--- src/sv/hfc_pkg.sv ---
`default_nettype none
package hfc_pkg;

    localparam int BYTE_W   = 8;
    localparam int WORD_W   = 16;
    localparam int POS_W    = 3;
    localparam int TEMP_W   = 11;
    localparam int HUM_W    = 10;
    localparam int SCALED_W = 27;
    localparam int HPROD_W  = 26;

    localparam logic [BYTE_W-1:0]   CRC_INIT     = 8'hFF;
    localparam logic [BYTE_W-1:0]   CRC_POLY_RST = 8'h31;
    localparam logic [10:0]         TEMP_GAIN    = 11'd1750;
    localparam logic [9:0]          HUM_GAIN     = 10'd1000;
    localparam logic [SCALED_W-1:0] TEMP_OFFSET  = 27'd29490750;

    // Byte positions inside the six-byte frame.
    localparam logic [POS_W-1:0] POS_T_HI  = 3'd0;
    localparam logic [POS_W-1:0] POS_T_LO  = 3'd1;
    localparam logic [POS_W-1:0] POS_T_CRC = 3'd2;
    localparam logic [POS_W-1:0] POS_H_HI  = 3'd3;
    localparam logic [POS_W-1:0] POS_H_LO  = 3'd4;
    localparam logic [POS_W-1:0] POS_H_CRC = 3'd5;

    // Register index carried in paddr[2].
    localparam logic REG_CRC_POLY = 1'b0;

    // Snapshot of the held words at the end of a frame.
    typedef struct packed {
        logic [WORD_W-1:0] temp_word;
        logic              temp_seen;
        logic [WORD_W-1:0] hum_word;
        logic              temp_ok;
        logic              hum_ok;
    } t_frame_res;

    // One byte through the CRC-8, MSB first.
    function automatic logic [BYTE_W-1:0] crc8_byte(
        input logic [BYTE_W-1:0] crc,
        input logic [BYTE_W-1:0] b,
        input logic [BYTE_W-1:0] poly
    );
        logic [BYTE_W-1:0] c;
        c = crc ^ b;
        for (int i = 0; i < BYTE_W; i++) begin
            if (c[BYTE_W-1]) begin
                c = {c[BYTE_W-2:0], 1'b0} ^ poly;
            end else begin
                c = {c[BYTE_W-2:0], 1'b0};
            end
        end
        return c;
    endfunction

    // floor(x / 65535) for x below 2^27: estimate from x + x/65536, then one
    // correction step on the remainder.
    function automatic logic [11:0] div_full_scale(input logic [SCALED_W-1:0] x);
        logic [27:0] s;
        logic [11:0] q;
        logic [27:0] r;
        s = {1'b0, x} + 28'(x[26:16]);
        q = s[27:16];
        r = {1'b0, x} - ({q, 16'h0000} - 28'(q));
        if (r >= 28'd65535) begin
            q = q + 12'd1;
        end
        return q;
    endfunction

endpackage
`default_nettype wire

--- src/sv/humidity_frame_crc_and_convert_top.sv ---
// o_valid rises once the sixth byte of a frame has passed three register stages (frame
// snapshot, multiply, output); the other five bytes produce no result.
// Throughput: one byte transaction per cycle while o_stall is low.
// Reset (i_rst_n low at a rising edge) clears the frame position, CRC, held words and
// pipeline valids, and sets the CRC polynomial register back to 0x31.
`default_nettype none
module humidity_frame_crc_and_convert_top
    import hfc_pkg::*;
(
    input  wire logic               i_clk,
    input  wire logic               i_rst_n,
    // Configuration port.
    input  wire logic               psel,
    input  wire logic               penable,
    input  wire logic               pwrite,
    input  wire logic [2:0]         paddr,
    input  wire logic [31:0]        pwdata,
    output logic [31:0]             prdata,
    output logic                    pready,
    // Byte input channel.
    input  wire logic               i_valid,
    output logic                    o_stall,
    input  wire logic [BYTE_W-1:0]  i_frame_byte,
    input  wire logic               i_frame_start,
    // Result channel.
    output logic                    o_valid,
    input  wire logic               i_stall,
    output logic                    o_temp_above,
    output logic [TEMP_W-1:0]       o_temp_tenths,
    output logic [HUM_W-1:0]        o_hum_tenths,
    output logic                    o_temp_ok,
    output logic                    o_hum_ok
);

    // The only register is the CRC polynomial. The port never waits, and
    // addresses beyond the register list read as zero and ignore writes.
    logic [BYTE_W-1:0] r_crc_poly;
    logic              cfg_wr;
    logic              res_valid;
    logic              res_stall;
    t_frame_res        res;

    assign pready = 1'b1;
    assign cfg_wr = psel && penable && pwrite && pready && (paddr[2] == REG_CRC_POLY);

    always_ff @(posedge i_clk) begin
        if (!i_rst_n) begin
            r_crc_poly <= CRC_POLY_RST;
        end else if (cfg_wr) begin
            r_crc_poly <= pwdata[BYTE_W-1:0];
        end
    end

    always_comb begin
        if (paddr[2] == REG_CRC_POLY) begin
            prdata = {24'h000000, r_crc_poly};
        end else begin
            prdata = '0;
        end
    end

    // Byte tracking: position in the frame, running CRC, and the held
    // temperature and humidity words. At the sixth byte a snapshot of the
    // held words and both check flags is registered for conversion.
    hfc_frame u_frame (
        .i_clk         (i_clk),
        .i_rst_n       (i_rst_n),
        .i_crc_poly    (r_crc_poly),
        .i_valid       (i_valid),
        .i_frame_byte  (i_frame_byte),
        .i_frame_start (i_frame_start),
        .o_stall       (o_stall),
        .o_res_valid   (res_valid),
        .o_res         (res),
        .i_res_stall   (res_stall)
    );

    // Conversion: one stage multiplies each word by its gain, the next takes
    // the distance from the 45 degree point and divides by full scale with a
    // reciprocal estimate and a single correction. A temperature that was
    // never checked good reads as zero.
    hfc_convert u_convert (
        .i_clk         (i_clk),
        .i_rst_n       (i_rst_n),
        .i_res_valid   (res_valid),
        .i_res         (res),
        .o_res_stall   (res_stall),
        .o_valid       (o_valid),
        .i_stall       (i_stall),
        .o_temp_above  (o_temp_above),
        .o_temp_tenths (o_temp_tenths),
        .o_hum_tenths  (o_hum_tenths),
        .o_temp_ok     (o_temp_ok),
        .o_hum_ok      (o_hum_ok)
    );

endmodule
`default_nettype wire

--- src/sv/hfc_frame.sv ---
`default_nettype none
module hfc_frame
    import hfc_pkg::*;
(
    input  wire logic              i_clk,
    input  wire logic              i_rst_n,
    input  wire logic [BYTE_W-1:0] i_crc_poly,
    input  wire logic              i_valid,
    input  wire logic [BYTE_W-1:0] i_frame_byte,
    input  wire logic              i_frame_start,
    output logic                   o_stall,
    output logic                   o_res_valid,
    output t_frame_res             o_res,
    input  wire logic              i_res_stall
);

    logic [POS_W-1:0]  r_pos, n_pos;
    logic [BYTE_W-1:0] r_crc, n_crc;
    logic [WORD_W-1:0] r_wbuf, n_wbuf;
    logic [WORD_W-1:0] r_temp_word, n_temp_word;
    logic              r_temp_seen, n_temp_seen;
    logic              r_temp_good, n_temp_good;
    logic [WORD_W-1:0] r_hum_word, n_hum_word;
    logic              r_res_valid;
    t_frame_res        r_res, n_res;
    logic              n_emit;
    logic              load_en;
    logic              accept;
    logic [POS_W-1:0]  pos;
    logic              crc_match;

    assign load_en = !r_res_valid || !i_res_stall;
    assign o_stall = !load_en;
    assign accept  = i_valid && load_en;

    always_comb begin
        pos = (i_frame_start || (r_pos > POS_H_CRC)) ? POS_T_HI : r_pos;
        crc_match   = (r_crc == i_frame_byte);
        n_crc       = r_crc;
        n_wbuf      = r_wbuf;
        n_temp_word = r_temp_word;
        n_temp_seen = r_temp_seen;
        n_temp_good = r_temp_good;
        n_hum_word  = r_hum_word;
        n_emit      = 1'b0;
        case (pos)
            POS_T_HI, POS_H_HI: begin
                n_crc  = crc8_byte(CRC_INIT, i_frame_byte, i_crc_poly);
                n_wbuf = {i_frame_byte, 8'h00};
            end
            POS_T_LO, POS_H_LO: begin
                n_crc  = crc8_byte(r_crc, i_frame_byte, i_crc_poly);
                n_wbuf = {r_wbuf[WORD_W-1:BYTE_W], i_frame_byte};
            end
            POS_T_CRC: begin
                n_temp_good = crc_match;
                if (crc_match) begin
                    n_temp_word = r_wbuf;
                    n_temp_seen = 1'b1;
                end
                n_crc = CRC_INIT;
            end
            default: begin
                if (crc_match) begin
                    n_hum_word = r_wbuf;
                end
                n_crc  = CRC_INIT;
                n_emit = 1'b1;
            end
        endcase
        n_pos = (pos >= POS_H_CRC) ? POS_T_HI : pos + 3'd1;

        n_res.temp_word = r_temp_word;
        n_res.temp_seen = r_temp_seen;
        n_res.hum_word  = n_hum_word;
        n_res.temp_ok   = r_temp_good;
        n_res.hum_ok    = crc_match;
    end

    always_ff @(posedge i_clk) begin
        if (!i_rst_n) begin
            r_pos       <= POS_T_HI;
            r_crc       <= CRC_INIT;
            r_wbuf      <= '0;
            r_temp_word <= '0;
            r_temp_seen <= 1'b0;
            r_temp_good <= 1'b0;
            r_hum_word  <= '0;
            r_res_valid <= 1'b0;
        end else begin
            if (accept) begin
                r_pos       <= n_pos;
                r_crc       <= n_crc;
                r_wbuf      <= n_wbuf;
                r_temp_word <= n_temp_word;
                r_temp_seen <= n_temp_seen;
                r_temp_good <= n_temp_good;
                r_hum_word  <= n_hum_word;
            end
            if (load_en) begin
                r_res_valid <= accept && n_emit;
            end
        end
    end

    always_ff @(posedge i_clk) begin
        if (load_en) begin
            r_res <= n_res;
        end
    end

    assign o_res_valid = r_res_valid;
    assign o_res       = r_res;

endmodule
`default_nettype wire

--- src/sv/hfc_convert.sv ---
`default_nettype none
module hfc_convert
    import hfc_pkg::*;
(
    input  wire logic              i_clk,
    input  wire logic              i_rst_n,
    input  wire logic              i_res_valid,
    input  wire t_frame_res        i_res,
    output logic                   o_res_stall,
    output logic                   o_valid,
    input  wire logic              i_stall,
    output logic                   o_temp_above,
    output logic [TEMP_W-1:0]      o_temp_tenths,
    output logic [HUM_W-1:0]       o_hum_tenths,
    output logic                   o_temp_ok,
    output logic                   o_hum_ok
);

    // Multiply stage.
    logic                r_b_valid;
    logic [SCALED_W-1:0] r_scaled;
    logic [HPROD_W-1:0]  r_hprod;
    logic                r_b_seen;
    logic                r_b_tok;
    logic                r_b_hok;

    // Output stage.
    logic                r_c_valid;
    logic                r_above, n_above;
    logic [TEMP_W-1:0]   r_temp, n_temp;
    logic [HUM_W-1:0]    r_hum, n_hum;
    logic                r_tok;
    logic                r_hok;

    logic                c_en;
    logic                b_en;
    logic [SCALED_W-1:0] temp_dist;
    logic [11:0]         temp_q;
    logic [11:0]         hum_q;

    assign c_en        = !r_c_valid || !i_stall;
    assign b_en        = !r_b_valid || c_en;
    assign o_res_stall = !b_en;

    always_comb begin
        if (r_scaled >= TEMP_OFFSET) begin
            temp_dist = r_scaled - TEMP_OFFSET;
        end else begin
            temp_dist = TEMP_OFFSET - r_scaled;
        end
        temp_q = div_full_scale(temp_dist);
        hum_q  = div_full_scale(SCALED_W'(r_hprod));
        if (r_b_seen) begin
            n_above = (r_scaled >= TEMP_OFFSET);
            n_temp  = temp_q[TEMP_W-1:0];
        end else begin
            n_above = 1'b0;
            n_temp  = '0;
        end
        n_hum = hum_q[HUM_W-1:0];
    end

    always_ff @(posedge i_clk) begin
        if (!i_rst_n) begin
            r_b_valid <= 1'b0;
            r_c_valid <= 1'b0;
        end else begin
            if (b_en) begin
                r_b_valid <= i_res_valid;
            end
            if (c_en) begin
                r_c_valid <= r_b_valid;
            end
        end
    end

    always_ff @(posedge i_clk) begin
        if (b_en) begin
            r_scaled <= SCALED_W'(i_res.temp_word) * SCALED_W'(TEMP_GAIN);
            r_hprod  <= HPROD_W'(i_res.hum_word) * HPROD_W'(HUM_GAIN);
            r_b_seen <= i_res.temp_seen;
            r_b_tok  <= i_res.temp_ok;
            r_b_hok  <= i_res.hum_ok;
        end
        if (c_en) begin
            r_above <= n_above;
            r_temp  <= n_temp;
            r_hum   <= n_hum;
            r_tok   <= r_b_tok;
            r_hok   <= r_b_hok;
        end
    end

    assign o_valid       = r_c_valid;
    assign o_temp_above  = r_above;
    assign o_temp_tenths = r_temp;
    assign o_hum_tenths  = r_hum;
    assign o_temp_ok     = r_tok;
    assign o_hum_ok      = r_hok;

endmodule
`default_nettype wire

--- config.mk ---
export PLATFORM = sky130hd
export DESIGN_NAME = humidity_frame_crc_and_convert_top
export DESIGN_NICKNAME = d
export VERILOG_FILES = /design/src/sv/hfc_pkg.sv /design/src/sv/humidity_frame_crc_and_convert_top.sv /design/src/sv/hfc_frame.sv /design/src/sv/hfc_convert.sv
export SDC_FILE = /design/constraint.sdc
export NUM_CORES = 1
export LEC_CHECK = 0
export CAP_MARGIN = 30
export CORE_UTILIZATION = 60
export DETAILED_ROUTE_END_ITERATION = 16
export DONT_BUFFER_PORTS = 1
export PLACE_DENSITY_LB_ADDON = 0.3
export SYNTH_ARGS = -nofsm -noshare
export SYNTH_HDL_FRONTEND = slang
export SYNTH_SLANG_ARGS = --single-unit
--- constraint.sdc ---
create_clock -name i_clk -period 7.8 [get_ports i_clk]
set_clock_uncertainty 0.1 [all_clocks]
set_input_delay 0.39 -clock i_clk [delete_from_list [all_inputs] [get_ports i_clk]]
set_output_delay 0.39 -clock i_clk [all_outputs]
set_load 0.05 [all_outputs]
==> results of run 1 <==
[cell families (layout without fill, tap and decap cells)]
| family | Yosys count | after routing | share of synthesized area |
|---|---|---|---|
| AO/OA/AOI/OAI | 415 | 415 | 0.135 |
| XOR/XNOR | 211 | 211 | 0.0996 |
| adder cells (fa/ha/maj) | 378 | 378 | 0.278 |
| buffers and inverters | 328 | 399 | 0.0678 |
| flip-flops | 183 | 183 | 0.237 |
| multiplexers | 65 | 65 | 0.0335 |
| other | 2 | 26 | 0.000373 |
| AND/OR/NAND/NOR | 625 | 625 | 0.149 |
[cells in the final DEF (no fill, tap or decap), drive strengths merged, types with 18 or more instances in the layout]
master and instances:
nor2b 21, buf 120, mux2 20, nor4 18, o21ai 70, nand3 53, mux2i 45, fa 116
edfxtp 111, and3 26, nand2 166, a31oi 19, nand4 25, a21o 34, xor2 48, ha 262
nor3 56, conb 26, xnor2 154, nor2 176, nand2b 20, dfxtp 72, a21oi 122, inv 242
[repair_timing]
action                                  4_1_cts  5_1_grt
pin swaps                                     7       49
cloned                                        0        0
gates resized for setup                      10       88
endpoints found under the setup margin       11       11
hold buffers                                 12        0
buffers inserted                              2       13
hold endpoints to repair                     14        0
[report_power, final]
group	internal (W)	switching, W	total (W)
combinational	0.00106	0.00138	0.00243
clock	0.000514	0.000409	0.000922
sequential	0.00116	0.000202	0.00136
[cell usage after synthesis (all sizes together), types with 8 or more instances]
master / count
a2111oi: 11
a211oi: 16
a21boi: 11
a21o: 34
a21oi: 122
a22oi: 9
a31oi: 19
a32o: 8
and2: 10
and3: 26
buf: 43
clkbuf: 50
dfxtp: 72
edfxtp: 111
fa: 116
ha: 262
inv: 235
mux2: 20
mux2i: 45
nand2: 166
nand2b: 20
nand3: 53
nand4: 25
nor2: 176
nor2b: 21
nor3: 56
nor4: 18
o211ai: 11
o21a: 13
o21ai: 70
o21bai: 15
o22ai: 12
o31ai: 17
or2: 12
or3: 14
xnor2: 154
xnor3: 8
xor2: 48
[cell type report]
class                      count  share of cell area
tap                          442              0.0246
clock inverter                15             0.00847
timing repair buffer         132              0.0481
sequential                   183               0.213
inverter                     235              0.0393
multi-input combinational   1720               0.648
clock buffer                  17              0.0189
[stage by stage]
step | power [W] | cell area, µm² | std cells | setup WS (ns) | utilization
finish | 0.00471 | 22500 | 2744 | 0.198 | 0.685
global route | 0.00503 | 22500 | 2744 | -0.215 | 0.685
CTS | 0.00469 | 21900 | 2730 | 0.00716 | 0.669
detailed placement | 0.00375 | 21100 | 2684 | -0.187 | 0.645
global placement | 0.00369 | 21100 | 2683 | 0.0415 | 0.644
floorplan | 0.00329 | 20300 | 2231 | 0.0570 | -
[worst max-delay path: cells and delay by family (launching register included)]
family	cells	cell delay [ns]
AND/OR/NAND/NOR	5	0.73
flip-flops	1	0.37
adder cells (fa/ha/maj)	5	1.46
buffers and inverters	8	1.12
XOR/XNOR	1	0.15
AO/OA/AOI/OAI	17	3.13
multiplexers	2	0.37
[flip-flops by register name (all words and copies together) (netlist names)]
register and cells:
r_crc_poly 8, u_convert.o_hum_ok 1, u_convert.o_hum_tenths 10, u_convert.o_temp_above 1, u_convert.o_temp_ok 1, u_convert.o_temp_tenths 11, u_convert.o_valid 1, u_convert.r_b_hok 1
u_convert.r_b_seen 1, u_convert.r_b_tok 1, u_convert.r_b_valid 1, u_convert.r_hprod 23, u_convert.r_scaled 26, u_frame.o_res 35, u_frame.o_res_valid 1, u_frame.r_crc 8
u_frame.r_hum_word 16, u_frame.r_pos 3, u_frame.r_temp_good 1, u_frame.r_temp_seen 1, u_frame.r_temp_word 16, u_frame.r_wbuf 16
[metal layers]
metal	global-route usage	vias to the layer above	share of wire
li1	-	7816	-
met1	0.338	7847	0.42
met2	0.517	464	0.51
met3	0.0381	105	0.039
met4	0.0979	0	0.029
met5	0	-	0
[how the worst min path moves through the flow]
| stage | startpoint | end | slack, ns | cells past startpoint |
|---|---|---|---|---|
| 4_1_cts | i_frame_byte[2] | u_frame.r_wbuf[2] | 0.0003 | 2 |
| 3_5_place_dp | u_convert.r_b_hok | u_convert.o_hum_ok | 0.31 | 0 |
| 2_1_floorplan | u_convert.r_b_hok | u_convert.o_hum_ok | 0.30 | 0 |
| 3_3_place_gp | u_convert.r_b_hok | u_convert.o_hum_ok | 0.30 | 0 |
| 6_report | i_frame_byte[1] | u_frame.r_wbuf[9] | 0.01 | 2 |
| 5_1_grt | i_frame_byte[0] | u_frame.r_wbuf[0] | 0.002 | 2 |
==> impl_metrics.yaml, run 1 <==
status:
  outcome: "finished clean"
clocking:
  cts_max_path_buffers: 2
  cts_inserted_buffers: 17
  ctsHtreeMaxLevel: 4
  worst_skew_pair.late_latency_ns: 0.45
  cts_tree: "yes"
  cts.sinks: 183
  cts-root-buf: "clkbuf_16"
  clkTransAtPathRegs_ns: 0.07
yosys:
  synth_area_mm2: 0.0202
  synth.top_cell.area_share: 0.165
  synthFlopType: "edfxtp_1"
  synth_cell_type_count: 85
  syn_avg_cell_area_um2: 9.13
  synthTopCellsByArea: "edfxtp_1 17%, ha_1 16%, fa_1 12%, dfxtp_1 7.2%, xnor2_1 6.6%"
  synth_async_sr_flop_share: 0
  synth-seq-cells: 183
  yosys.area.top_type: "edfxtp_1"
  ys_seq_area_frac: 0.237
  synth_edf_count: 111
  yosys_warnings: 0
  syn_inst: 2207
setup_path:
  cp_max_fo: 7
  worstSetupPathType: "reg2reg"
  max_stage_delay_ns: 0.40
  critPathCaptureType: "flip-flop"
  cp.required_ns: 7.99
  reg2reg_to: "u_convert.o_temp_tenths[10]"
  endpoint: "u_convert.o_temp_tenths[10]"
  crit_arrival_ns: 7.80
  worst_setup_path_start_kind: "flip-flop"
  cpMostUsedCell: "buf_4"
  timing.critical_path.from: "u_convert.r_scaled[1]"
  reg2reg_depth: 38
  rrSetupSlack_ns: 0.20
  r2r_start: "u_convert.r_scaled[1]"
  cpMaxStageDelayCell: "a2111oi_4"
hold_path:
  min_path_type: "in2reg"
drt:
  vias: 16232
  routedWlPerCell_um: 17.5
  ant_nets: 0
  viasPerCell: 5.92
  drc_errors: 0
  drt_iter0_drc: 989
  drt-total-wl_um: 48100
  drtPass1Iterations: 5
final_layout:
  nNetsFinal: 2718
  seq_area_mm2: 0.00477
  multi_input_area_mm2: 0.0145
  diodes: 0
  fillCellCount: 2556
  drive_gt1_frac: 0.117
  area_delta_synth_final_pct: 11.4
floorplan:
  core_area_mm2: 0.0328
  fp.dieArea_mm2: 0.0343
  rows: 66
  die_h_um: 185
  die-width_um: 185
  io_pins: 110
  start_util: 0.615
sta:
  fin_setup_tns_ns: 0
  tightestPinTransition_ns: 1.01
  whs_ns: 0.0116
  slew_viol_final: 0
  min_period_ns: 7.60
  relSlewSlack: 0.328
  finalSetupViolCount: 0
  rsz0062_at_grt: "true"
  period_share: 0.975
  finalHoldViolations: 0
  max_freq_mhz: 132
power:
  leakagePower_nw: 10.7
  ir_drop_mv: 0.192
  power_density_mw_per_mm2: 210
placement:
  gp_congestion: 0.938
  numPortBuffers: 0
  dp_hpwl_um: 37000
global_routing:
  track_usage: 0.283
  antenna_found_initial: 0
  grt_pass1_wl_um: 77200
  grt_max_degree: 68
  grt_overflow: 0
  grt_pass1_vias: 15923
job:
  cap_violations: 0
No activity file was read; power rests on OpenSTA's default activity.
==> run 2, diff against run 1 <==
--- a/config.mk
+++ b/config.mk
@@ -6,7 +6,8 @@
 export NUM_CORES = 1
 export LEC_CHECK = 0
 export CAP_MARGIN = 30
-export CORE_UTILIZATION = 60
+export CORE_UTILIZATION = 44
+export CTS_CLUSTER_SIZE = 24
 export DETAILED_ROUTE_END_ITERATION = 16
 export DONT_BUFFER_PORTS = 1
 export PLACE_DENSITY_LB_ADDON = 0.3
==> run 2 against run 1 <==
Effect of this change:
- cell count is 6.2% higher
- setup slack worse by 0.079 ns
- via count is 1.4% lower
- register-to-register slack worse by 0.08 ns
- combinational power is essentially flat
- routed wire length is 0.43% lower
- worst hold slack better by 0.0030 ns
- largest power group unchanged
==> impl_metrics.yaml, run 2 (same netlist as run 1, synthesis figures left out) <==
power:
  sequentialPowerShare: 0.290
  p_int_w: 0.00266
  ir_drop_mv: 0.180
  switchingPower_w: 0.00204
  power_density_mw_per_mm2: 205
  leakagePower_nw: 10.8
  pwr-share-clk: 0.192
  p_sw_frac: 0.434
  pwr-share-comb: 0.518
hold_path:
  min_path_type: "in2reg"
  whs_endpoint: "u_frame.r_wbuf[15]"
  min_path_cells: 2
  hold_path_startpoint: "i_frame_byte[7]"
final_layout:
  diodes: 0
  area_delta_synth_final_pct: 13.7
  final_common_cell: "ha_1"
  final_core_util: 0.506
  design_area_mm2: 0.0229
  largest_reg_flops: 35
  nNetsFinal: 2730
  drive_gt1_frac: 0.131
  mostFrequentLayoutCells: "246 x ha_1, 219 x inv_1, 168 x nor2_1, 163 x nand2_1, 147 x xnor2_1"
placement:
  placed_cell_area_mm2: 0.0214
  gp_congestion: 0.912
  numPortBuffers: 0
  dp_hpwl_um: 37200
job:
  cap_violations: 0
setup_path:
  max_stage_delay_ns: 0.40
  worstSetupPathType: "reg2reg"
  cp_max_fo: 5
  rrSetupSlack_ns: 0.12
  reg2reg_to: "u_convert.o_temp_tenths[8]"
  cpMaxStageDelayCell: "or3_1"
  r2r_start: "u_convert.r_scaled[19]"
  reg2reg_depth: 38
  crit_arrival_ns: 7.89
  worst_setup_path_start_kind: "flip-flop"
  cpMostUsedCell: "buf_4"
  critPathCaptureType: "flip-flop"
  cp.required_ns: 8.01
floorplan:
  io_pins: 110
  die_h_um: 216
  fp.dieArea_mm2: 0.0467
  die-width_um: 216
  core_area_mm2: 0.0453
  rows: 78
  start_util: 0.445
clocking:
  cts_max_path_buffers: 2
  cts_inserted_buffers: 17
  worst_skew_pair.late_latency_ns: 0.46
  ctsHtreeMaxLevel: 4
  cts.sinks: 183
  cts_tree: "yes"
  clkTransAtPathRegs_ns: 0.08
  cts-root-buf: "clkbuf_16"
sta:
  whs_ns: 0.0146
  slew_viol_final: 0
  finalSetupViolCount: 0
  period_share: 0.985
  rsz0062_at_grt: "true"
  max_freq_mhz: 130
  tightestPinTransition_ns: 1.05
  finalHoldViolations: 0
  relSlewSlack: 0.297
  min_period_ns: 7.68
drt:
  drtPass1Iterations: 5
  ant_nets: 0
  viasPerCell: 5.49
  vias: 16004
  drt-total-wl_um: 47900
  drc_errors: 0
  routedWlPerCell_um: 16.4
  drt_iter0_drc: 928
global_routing:
  antenna_found_initial: 0
  grt_overflow: 0
  track_usage: 0.208
  grt_pass1_vias: 16121
  grt_pass1_wl_um: 79400
  grt_max_degree: 63
status:
  outcome: "finished clean"
-- run 2: cell types whose count changed in the layout (fill, tap and decap cells not counted), sizes merged --
| cell | previous run | this run |
|---|---|---|
| bufinv | 3 | 0 |
| buf | 120 | 126 |
| clkinvlp | 2 | 0 |
| dlygate4sd3 | 12 | 18 |
| clkbuf | 17 | 18 |
| inv | 242 | 246 |
-- run 2: stage by stage --
stage / setup WS, ns / total power [W] / TNS, ns / instances
2_1_floorplan: 0.0570 / 0.00329 / 0 / 2231
3_3_place_gp: -0.0527 / 0.00370 / -0.135 / 2842
3_5_place_dp: -0.261 / 0.00376 / -1.41 / 2844
4_1_cts: 0.0184 / 0.00469 / 0 / 2896
5_1_grt: -0.179 / 0.00504 / -1.18 / 2914
6_report: 0.119 / 0.00470 / 0 / 2914
-- run 2: area by class of cell --
cell class                      instances  area, µm²
Sequential cell                       183       4770
Multi-Input combinational cell       1720      14700
Clock buffer                           18        439
Clock inverter                         14        168
Timing Repair Buffer                  144       1180
Fill cell                            4210      22400
Inverter                              235        882
Tap cell                              600        751
-- run 2: timing repair --
item,CTS,global route
pin swaps,4,71
buffers inserted,2,18
endpoints found under the hold margin,27,0
gates resized for setup,16,110
endpoints found under the setup margin,10,11
hold buffers,18,0
-- run 2: worst max-delay path by stage --
stage                     slack [ns]                   start                          to  cells after the start
after global placement         -0.05  u_convert.r_scaled[19]  u_convert.o_temp_tenths[8]                     34
final                           0.12  u_convert.r_scaled[19]  u_convert.o_temp_tenths[8]                     38
after CTS                       0.02  u_convert.r_scaled[19]  u_convert.o_temp_tenths[8]                     36
after global routing           -0.18   u_convert.r_scaled[2]  u_convert.o_temp_tenths[2]                     38
after floorplan                 0.06  u_convert.r_scaled[17]  u_convert.o_temp_tenths[8]                     33
after detailed placement       -0.26  u_convert.r_scaled[19]  u_convert.o_temp_tenths[6]                     34
-- run 2: power groups by stage --
| stage | clock (W) | combinational (W) | sequential, W |
|---|---|---|---|
| 6_report | 0.000902 | 0.00244 | 0.00136 |
| 5_1_grt | 0.000954 | 0.00271 | 0.00138 |
| 4_1_cts | 0.000918 | 0.00240 | 0.00136 |
| 3_5_place_dp | 0 | 0.00237 | 0.00139 |
| 3_3_place_gp | 0 | 0.00232 | 0.00138 |
| 2_1_floorplan | 0 | 0.00197 | 0.00133 |
-- run 2: critical path, delay by kind of cell, from the launching register on --
family | cells | cell delay, ns
AO/OA/AOI/OAI | 15 | 2.76
XOR/XNOR | 1 | 0.22
adder cells (fa/ha/maj) | 4 | 1.08
buffers and inverters | 6 | 0.84
flip-flops | 1 | 0.38
multiplexers | 2 | 0.41
AND/OR/NAND/NOR | 10 | 1.71
-- run 2: per-layer routing --
metal,up-vias,track usage,share of wire
met1,7773,0.252,0.44
met5,-,0,0
met3,73,0.0286,0.032
met2,308,0.379,0.51
li1,7850,-,-
met4,0,0.0599,0.025
